File: src/rtl/sstf_pkg.sv
// Shared types, segment constants and the hex glyph table for the
// seven-segment tenths formatter. No dependencies.

package sstf_pkg;

  localparam int unsigned InW   = 16;
  localparam int unsigned SegW  = 8;
  localparam int unsigned MagW  = 11;  // shown magnitude never exceeds 2000
  localparam int unsigned DigW  = 4;

  localparam logic signed [InW-1:0] HiLimit   = 16'sd19995;
  localparam logic signed [InW-1:0] LoLimit   = -16'sd995;
  localparam logic signed [InW-1:0] WholeHi   = 16'sd1995;
  localparam logic signed [InW-1:0] WholeLo   = -16'sd95;

  localparam logic [SegW-1:0] SegPoint = 8'h08;
  localparam logic [SegW-1:0] SegOne   = 8'h08;
  localparam logic [SegW-1:0] SegMinus = 8'h02;
  localparam logic [SegW-1:0] SegZero  = 8'hF5;
  localparam logic [SegW-1:0] SegH     = 8'h67;
  localparam logic [SegW-1:0] SegI     = 8'h40;
  localparam logic [SegW-1:0] SegL     = 8'hE0;
  localparam logic [SegW-1:0] SegO     = 8'hC6;

  typedef enum logic [1:0] {
    MODE_NUM,
    MODE_HI,
    MODE_LO
  } mode_e;

  // Classified value handed from the magnitude stage to the segment stage
  typedef struct packed {
    mode_e             mode;
    logic              neg;
    logic              point;
    logic [MagW-1:0]   mag;
  } mag_t;

  typedef struct packed {
    logic [SegW-1:0] hund;
    logic [SegW-1:0] tens;
    logic [SegW-1:0] ones;
  } segs_t;

  function automatic logic [SegW-1:0] glyph(input logic [DigW-1:0] d);
    logic [SegW-1:0] g;
    case (d)
      4'h0:    g = 8'hF5;
      4'h1:    g = 8'h05;
      4'h2:    g = 8'hD3;
      4'h3:    g = 8'h97;
      4'h4:    g = 8'h27;
      4'h5:    g = 8'hB6;
      4'h6:    g = 8'hF6;
      4'h7:    g = 8'h15;
      4'h8:    g = 8'hF7;
      4'h9:    g = 8'hB7;
      4'hA:    g = 8'h77;
      4'hB:    g = 8'hE6;
      4'hC:    g = 8'hF0;
      4'hD:    g = 8'hC7;
      4'hE:    g = 8'hF2;
      default: g = 8'h72;
    endcase
    return g;
  endfunction

endpackage

File: src/rtl/sstf_mag.sv
// Range check, sign split and optional round-to-whole of the input value.
// Depends on sstf_pkg.

module sstf_mag
  import sstf_pkg::*;
(
  input  logic [InW-1:0] value_i,
  output mag_t           mag_o
);

  logic signed [InW-1:0] v;
  logic [InW-1:0]        abs_v;
  logic [InW:0]          rnd;      // abs + 5, up to 17 bits
  logic [InW+19:0]       prod;     // rnd * 52429
  logic [InW:0]          whole;
  logic                  is_whole;

  always_comb begin
    v        = signed'(value_i);
    abs_v    = v[InW-1] ? InW'(-v) : value_i;
    rnd      = {1'b0, abs_v} + (InW+1)'(5);
    // exact divide by 10 for values below 2**16 + a few
    prod     = (InW+20)'(rnd) * (InW+20)'(52429);
    whole    = prod[InW+19:19];
    is_whole = (v > WholeHi) || (v < WholeLo);

    mag_o.neg   = v[InW-1];
    mag_o.point = !is_whole;
    mag_o.mag   = is_whole ? whole[MagW-1:0] : abs_v[MagW-1:0];
    if (v > HiLimit) begin
      mag_o.mode = MODE_HI;
    end else if (v < LoLimit) begin
      mag_o.mode = MODE_LO;
    end else begin
      mag_o.mode = MODE_NUM;
    end
  end

endmodule

File: src/rtl/sstf_seg.sv
// Decimal digit split of the shown magnitude and segment byte assembly.
// Depends on sstf_pkg (glyph table, segment constants).

module sstf_seg
  import sstf_pkg::*;
(
  input  mag_t  mag_i,
  output segs_t segs_o
);

  localparam int unsigned PW = 24;

  logic [PW-1:0]   p10, p100;
  logic [7:0]      q10;    // mag / 10, up to 200
  logic [4:0]      q100;   // mag / 100, up to 20
  logic [DigW-1:0] d_one, d_ten, d_hun;
  logic [SegW-1:0] hund, tens;

  always_comb begin
    // x * 6554 >> 16 is exact divide by 10 below 16384
    p10   = PW'(mag_i.mag) * PW'(6554);
    p100  = PW'(mag_i.mag) * PW'(5243);
    q10   = p10[23:16];
    q100  = p100[23:19];
    d_one = DigW'(mag_i.mag - (MagW'(q10) << 3) - (MagW'(q10) << 1));
    d_ten = DigW'(q10 - (8'(q100) << 3) - (8'(q100) << 1));
    if (q100 >= 5'd20) begin
      d_hun = DigW'(q100 - 5'd20);
    end else if (q100 >= 5'd10) begin
      d_hun = DigW'(q100 - 5'd10);
    end else begin
      d_hun = DigW'(q100);
    end

    hund = mag_i.neg ? SegMinus : '0;
    tens = mag_i.point ? SegPoint : '0;
    if (mag_i.mag > MagW'(999)) hund = hund | SegOne;
    if (mag_i.mag > MagW'(99))  hund = hund | glyph(d_hun);
    if (mag_i.mag > MagW'(9)) begin
      tens = tens | glyph(d_ten);
    end else begin
      tens = tens | SegZero;
    end

    case (mag_i.mode)
      MODE_HI: begin
        segs_o.ones = '0;
        segs_o.tens = SegI;
        segs_o.hund = SegH;
      end
      MODE_LO: begin
        segs_o.ones = '0;
        segs_o.tens = SegO;
        segs_o.hund = SegL;
      end
      default: begin
        segs_o.ones = glyph(d_one);
        segs_o.tens = tens;
        segs_o.hund = hund;
      end
    endcase
  end

endmodule

File: src/rtl/seven_segment_tenths_formatter.sv
// Top level of the seven-segment tenths formatter: three-register pipeline
// around sstf_mag and sstf_seg. Depends on sstf_pkg.
//
// Usage
//   Slave stream: one word per value, tdata[15:0] = value_tenths (signed,
//   units of 0.1). Master stream: one word per value, tdata[23:0] holds the
//   three LCD segment bytes, ones digit lowest.
//   Values above 1999.5 read "Hi", below -99.5 read "Lo"; 199.6 up and
//   -9.6 down are rounded to whole units with no point; the rest show
//   tenths with the decimal point lit.
// Timing
//   Input register, magnitude register, result register, in that order.
//   One word per cycle is sustained while the receiver does not stall;
//   the stage logic is one 17x16 constant multiply (round/10) and then
//   two parallel 11-bit constant multiplies (digit split) plus glyph
//   lookups. The result register drives the output word and its valid.
// Stall / reset
//   The whole pipe moves when the result register is empty or being
//   taken; a stalled receiver freezes all stages and drops s_axis_tready.
//   Reset clears the stage valid flags only; the pipe comes up empty.

module seven_segment_tenths_formatter
  import sstf_pkg::*;
(
  input  logic                 clk_i,
  input  logic                 rst_ni,
  input  logic                 s_axis_tvalid,
  output logic                 s_axis_tready,
  input  logic [InW-1:0]       s_axis_tdata,   // [15:0] value_tenths
  output logic                 m_axis_tvalid,
  input  logic                 m_axis_tready,
  output logic [3*SegW-1:0]    m_axis_tdata    // [7:0] ones, [15:8] tens, [23:16] hundreds
);

  logic           adv;
  logic           in_vld_q, mid_vld_q, out_vld_q;
  logic [InW-1:0] in_q;
  mag_t           mag_d, mag_q;
  segs_t          segs_d, segs_q;

  // pipe moves unless the result word is stuck
  assign adv = !out_vld_q || m_axis_tready;

  sstf_mag u_mag (
    .value_i (in_q),
    .mag_o   (mag_d)
  );

  sstf_seg u_seg (
    .mag_i  (mag_q),
    .segs_o (segs_d)
  );

  always_ff @(posedge clk_i or negedge rst_ni) begin
    if (!rst_ni) begin
      in_vld_q  <= 1'b0;
      mid_vld_q <= 1'b0;
      out_vld_q <= 1'b0;
    end else if (adv) begin
      in_vld_q  <= s_axis_tvalid;
      mid_vld_q <= in_vld_q;
      out_vld_q <= mid_vld_q;
    end
  end

  // payload, no reset
  always_ff @(posedge clk_i) begin
    if (adv) begin
      in_q   <= s_axis_tdata;
      mag_q  <= mag_d;
      segs_q <= segs_d;
    end
  end

  assign s_axis_tready = adv;
  assign m_axis_tvalid = out_vld_q;
  assign m_axis_tdata  = {segs_q.hund, segs_q.tens, segs_q.ones};

endmodule

File: config.mk
export PLATFORM = sky130hd
export DESIGN_NAME = seven_segment_tenths_formatter
export DESIGN_NICKNAME = d
export VERILOG_FILES = /design/src/rtl/sstf_pkg.sv /design/src/rtl/sstf_mag.sv /design/src/rtl/sstf_seg.sv /design/src/rtl/seven_segment_tenths_formatter.sv
export SDC_FILE = /design/constraint.sdc
export NUM_CORES = 1
export LEC_CHECK = 0
export BUFFER_PORTS_ARGS = -buffer_cell sky130_fd_sc_hd__buf_2
export CAP_MARGIN = 20
export CORE_MARGIN = 3
export CORE_UTILIZATION = 55
export CTS_CLUSTER_SIZE = 40
export DETAILED_ROUTE_END_ITERATION = 12
export HOLD_SLACK_MARGIN = 0.02
export PLACE_DENSITY = 0.77
export SLEW_MARGIN = 30
export SYNTH_ARGS = -nofsm -noshare
export SYNTH_HDL_FRONTEND = slang
export SYNTH_SLANG_ARGS = --single-unit
File: constraint.sdc
create_clock -name clk_i -period 7.6 [get_ports clk_i]
set_input_delay 1.52 -clock clk_i [delete_from_list [all_inputs] [get_ports clk_i]]
set_output_delay 1.52 -clock clk_i [all_outputs]
set_load 0.02 [all_outputs]
; ---- Word-level counts from Yosys, hierarchy flattened
; Memory sizes are Yosys's and may differ from the RTL's.
; Index checks and enable logic that the tools add are counted.
[totals]
mem_bits_ro = 336
n_memories = 3
ff_bits = 58
[classes]
n_mul = 3
n_bitwise = 2
eq_ne = 2
n_mux = 13
magnitude_cmp = 9
add_sub_neg = 8
reduce_logical = 4
[mem_list]
columns = memory, depth, word_bits, rd, rd_ports_with_merged_regs, wr, line
row1 = (no name shown), 16, 7, 1, 0, 0, sstf_pkg.sv:47  ; case (d)
row2 = (no name shown), 16, 7, 1, 0, 0, sstf_pkg.sv:47
row3 = (no name shown), 16, 7, 1, 0, 0, sstf_pkg.sv:47
[op_table]
columns = op, n
row1 = $pmux 24 s2, 1
row2 = $mux 8, 4
row3 = $mul 17x16->30 const B, 1
row4 = $mul 11x13->24 const B, 1
row5 = $mul 11x12->19 const B, 1
row6 = $add 16x3->17 const B, 1
row7 = $gt 16x12->1 const B, 1
row8 = $gt 16x16->1 const B, 1
row9 = $lt 16x11->1 const B, 1
row10 = $lt 16x8->1 const B, 1
row11 = $mux 16, 1
row12 = $mux 4, 4
row13 = $neg 16->16, 1
row14 = $or 8x8->8, 2
row15 = $sub 4x4->4, 4
row16 = $gt 11x10->1 const B, 1
row17 = $gt 11x4->1 const B, 1
row18 = $gt 11x7->1 const B, 1
row19 = $mux 11, 1
row20 = $ge 5x4->1 const B, 1
row21 = $ge 5x5->1 const B, 1
row22 = $mux 2, 2
row23 = $sub 4x3->4 const B, 1
row24 = $sub 4x4->4 const B, 1
row25 = 4 further kinds, 6

; ---- Longest topological paths before layout
; An unclocked memory read counts as a cell.
[logic_depth]
depth_word = 9
depth_mapped = 31

; ---- Cells and area by module
; Synthesis repeated with hierarchy kept, for this count alone.
[unflattened]
cells_unflattened = 1392
hier_area_um2 = 13441.6
[modules_own_cells]
columns = module, area_per_inst_um2, seq_area_each_um2, cells_per_inst, instances
row1 = sstf_mag, 5924.4, 0.0, 698, 1
row2 = sstf_seg, 5739.3, 0.0, 632, 1
row3 = seven_segment_tenths_formatter, 1778.0, 1726.7, 62, 1

; ---- Worst setup path before layout
; No wires, ideal clock.
[synth_timing]
path_type = reg2reg
from = register in_q[5]
to = register mag_q[6] in the netlist's numbering (data pin)
path_stages_with_launch = 29
n_path_buf = 1
arrival_time_ns = 7.388
period_less_slack_ns = 7.684
t_required_ns = 7.303
path_slack_ns = -0.084
path_cell_list = edfxtp_1 clkbuf_1 or3_1 or3_1 or3_1 nand2_1 xor2_1 or3_1 nor4_1 xnor2_1 ha_1 ha_1 fa_1 fa_1 fa_1 inv_1 fa_1 inv_1 ha_1 a2111oi_0 nand2_1 a311oi_1 o21a_1 nor3_1 nand2b_1 a21o_1 a21oi_1 xor2_1 mux2i_1
[synth_rtl]
columns = element, line
row1 = "start, declared", seven_segment_tenths_formatter.sv:37  ; logic [InW-1:0] in_q;
row2 = "start signal, assigned", seven_segment_tenths_formatter.sv:69  ; in_q <= s_axis_tdata;
row3 = "end signal, assigned", seven_segment_tenths_formatter.sv:70  ; mag_q <= mag_d;
row4 = "end, declared", seven_segment_tenths_formatter.sv:38  ; mag_t mag_d, mag_q;

==> qor_table.md <==
| Step | Parameter | Value |
|:---|:---|:---|
| logic synthesis | Instance count of the mapped netlist | 1292 |
| timing | Max-slew headroom at the worst pin | 0.520 |
| route | Met3 wire len | 1700 um |
| critical path | Count of buffering cells on the critical path with inverters included | 8 |
| timing | Count of final setup violators | 0 |
| die | Height of the die | 158 um |
| route | Antenna viol nets, final | 0 |
| finish | Final Instance Area | 14600 um2 |
| logic synthesis | Average cell area after synthesis | 9.84 um2 |
| critical path | Max incr delay on CP | 0.55 ns |
| logic synthesis | EDFF count, synth | 54 |
| global routing | Total routing usage reported by global routing | 0.241 |
| route | Via-per-instance ratio | 5.60 |
| finish | Leading cell types in the layout, fill and taps excluded | 320 x sky130_fd_sc_hd__inv_1, 282 x sky130_fd_sc_hd__ha_1, 152 x sky130_fd_sc_hd__fa_1 |
| timing | Pins over their slew limit | 0 |
| clock network | Clk slew on worst S/H paths | 0.05 ns |
| finish | Antenna cells | 0 |
| flow run | Max cap viols | 0 |
| critical path | Cell family with the largest share of critical-path delay | adder cells |
| clock network | Clock root buffer | sky130_fd_sc_hd__clkbuf_16 |
| logic synthesis | Synth async-reset ratio | 0.0526 |
| critical path | Category of the critical setup timing path | reg -> reg |
| route | First-iteration detailed-routing DRC count | 689 |
| place | Post-Place Cell Area | 13800 um2 |
| logic synthesis | Number of storage elements in the synthesis netlist | 57 |
| global routing | Antenna violations before repair | 0 |
| place | Placed Cells | 1684 |
| die | Overall die area | 25000 um2 |
| timing | Setup clock skew after layout | 0.00848 ns |
| critical path | Nature of the critical path endpoint | flop |
| route | Length of routed wiring on met1 | 12200 um |
| route | Vias after detailed routing | 9574 |
| critical path | Master of the slowest instance on the critical path | sky130_fd_sc_hd__fa_1 |
| min path | Type of the most critical hold path | reg -> reg |
| run status | Result of the run | completed |
| logic synthesis | Synth Area in Simple Gates | 0.0759 |
| timing | Post-route setup TNS | 0 ns |
| logic synthesis | Fraction of synthesized area in multiplexers | 0.0140 |
| clock network | Num CTS Buffers | 9 |
| finish | Post-route insts no fill | 1711 |
| logic synthesis | Fraction of the mapped netlist area in compound gates | 0.0982 |
| global routing | Final global-route overflow total | 0 |
| timing | FMAX | 0.132 GHz |
| logic synthesis | Main flop type after synthesis | sky130_fd_sc_hd__edfxtp_1 |
| finish | Commonest non-fill, non-tap cell in the layout | sky130_fd_sc_hd__inv_1 |
| place | Port bufs | 44 |
| global routing | Via count of the first global-routing pass | 9975 |
| die | Initial core utilization | 0.572 |
| logic synthesis | Post-Synth Adder-Cell Area | 0.522 |
| route | Pre-Repair DR Iteration Count | 5 |
| route | Total wirelength of the detailed-routed design | 30400 um |
| timing | Number of endpoints with negative hold slack in the final report | 0 |
| logic synthesis | Post-Synthesis Cell Area | 12700 um2 |
| route | Top metal layer carrying routed signals | met4 |
| finish | Number of nets in the finished design | 1886 |
| finish | Growth of design area from synthesis to finish | 14.9% |
| timing | RSZ-0062 raised after global routing | true |
| global routing | First-pass GRT wire length | 47900 um |
| global routing | Largest net degree at the start of global routing | 59 |
| place | Global placer's final weighted congestion | 0.958 |
| die | Die X-Extent | 158 um |
| timing | Final critical delay including setup and external delays | 7.55 ns |
| clock network | Clock sink total | 57 |
| finish | Ratio of cells with drive above 1 in the final layout | 0.160 |
| critical path | Worst Path Max Fanout | 5 |
| place | Detailed Place HPWL | 25000 um |
| clock network | Clock latency at the later pin of the worst-skew pair | 0.33 ns |
| logic synthesis | Number of unique standard cell types used by synthesis | 87 |
| logic synthesis | Xor-xnor portion of the synthesized cell area | 0.0532 |
| timing | Portion of the clock cycle consumed by the worst path in the final layout | 0.994 |
| timing | Actual slew at the worst max-slew pin | 0.720 ns |
| logic synthesis | Combinational family with the most area after synthesis | adder cells |
| clock network | H-Tree Level Count | 3 |
| critical path | Data arrival, critical path | 7.61 ns |
| critical path | Crit start category | flop |
| route | Metal2 WL | 15600 um |
| die | I/O pins | 46 |
| clock network | Clock tree from TritonCTS | yes |
| timing | Hold WS | 0.479 ns |
| route | Number of remaining DRC errors | 0 |
| clock network | Largest buffer count on any clock path | 2 |
| die | Standard cell core area | 22200 um2 |
| logic synthesis | Sequential area share after synthesis | 0.134 |
| die | Placement row count | 54 |
| route | Drt wl/cell | 17.8 um |
| logic synthesis | Count of synthesis-stage warnings from yosys | 0 |
| critical path | CP Data Required Time | 7.66 ns |
-- flip-flops by register name, summed over array words and instances, names as in the netlist --
signal,count
m_axis_tdata,23
in_q,16
mag_q,15
in_vld_q,1
m_axis_tvalid,1
mid_vld_q,1
-- stage by stage --
stage	setup WS [ns]	util
finish	0.0469	0.657
global route	-0.221	0.657
detailed placement	-0.129	0.622
global placement	0.0436	0.622
CTS	0.00613	0.640
floorplan	0.00232	-
-- per-layer routing --
| layer | GRT usage | vias to the layer above |
|---|---|---|
| met5 | 0 | - |
| met1 | 0.296 | 4642 |
| met4 | 0.0787 | 0 |
| li1 | - | 4534 |
| met3 | 0.0344 | 81 |
| met2 | 0.438 | 317 |
-- cell families after synthesis --
| family | after synthesis |
|---|---|
| xor gates and xnor gates | 73 |
| DFF | 57 |
| and+or+nand+nor | 190 |
| other | 2 |
| AOI/OAI and AO/OA | 173 |
| adders and majority gates | 439 |
| buffers and inverters | 341 |
| muxes | 17 |
-- synth_stat cells, types with 8 or more instances --
master,number,area share
sky130_fd_sc_hd__fa_1,152,0.24
sky130_fd_sc_hd__or3_1,8,0.0039
sky130_fd_sc_hd__xor2_1,32,0.022
sky130_fd_sc_hd__inv_1,326,0.096
sky130_fd_sc_hd__o22ai_1,11,0.0054
sky130_fd_sc_hd__nand4_1,10,0.0049
sky130_fd_sc_hd__a21oi_1,39,0.015
sky130_fd_sc_hd__o21ai_0,27,0.011
sky130_fd_sc_hd__edfxtp_1,54,0.13
sky130_fd_sc_hd__nor2_1,30,0.0089
sky130_fd_sc_hd__and3_1,9,0.0044
sky130_fd_sc_hd__nand3_1,13,0.0051
sky130_fd_sc_hd__nand2b_1,9,0.0044
sky130_fd_sc_hd__a21o_1,10,0.0059
sky130_fd_sc_hd__xnor2_1,38,0.026
sky130_fd_sc_hd__nand2_1,56,0.017
sky130_fd_sc_hd__o211ai_1,8,0.0047
sky130_fd_sc_hd__ha_1,287,0.28
sky130_fd_sc_hd__mux2i_1,14,0.011
sky130_fd_sc_hd__nor3_1,22,0.0087
-- worst paths after layout --
path / to / cells after the start / from / slack [ns]
max: mag_q[7] / 30 / in_q[6] / 0.05
min: m_axis_tvalid / 1 / mid_vld_q / 0.48
max reg2reg: mag_q[7] / 30 / in_q[6] / 0.05
min reg2reg: m_axis_tvalid / 1 / mid_vld_q / 0.48
max in group asynchronous: m_axis_tvalid / 1 / rst_ni / 6.51
min in group asynchronous: in_vld_q / 1 / rst_ni / 0.98
-- repair_timing --
item,CTS,global route
pin swaps,7,40
setup endpoints to repair,6,12
hold buffers,0,0
setup buffers,2,10
gates cloned,0,0
resized for setup,8,59
-- cell type report --
type                            count  area (um2)
Clock inverter                      6         108
Multi-Input combinational cell    899       10100
Sequential cell                    57        1700
Tap cell                          280         350
Inverter                          327        1230
Timing Repair Buffer              133         912
Clock buffer                        9         225
Fill cell                        1616        7620
Power is not shown: default switching activity piles up to over one toggle a cycle in this logic, so the estimate is an artifact.
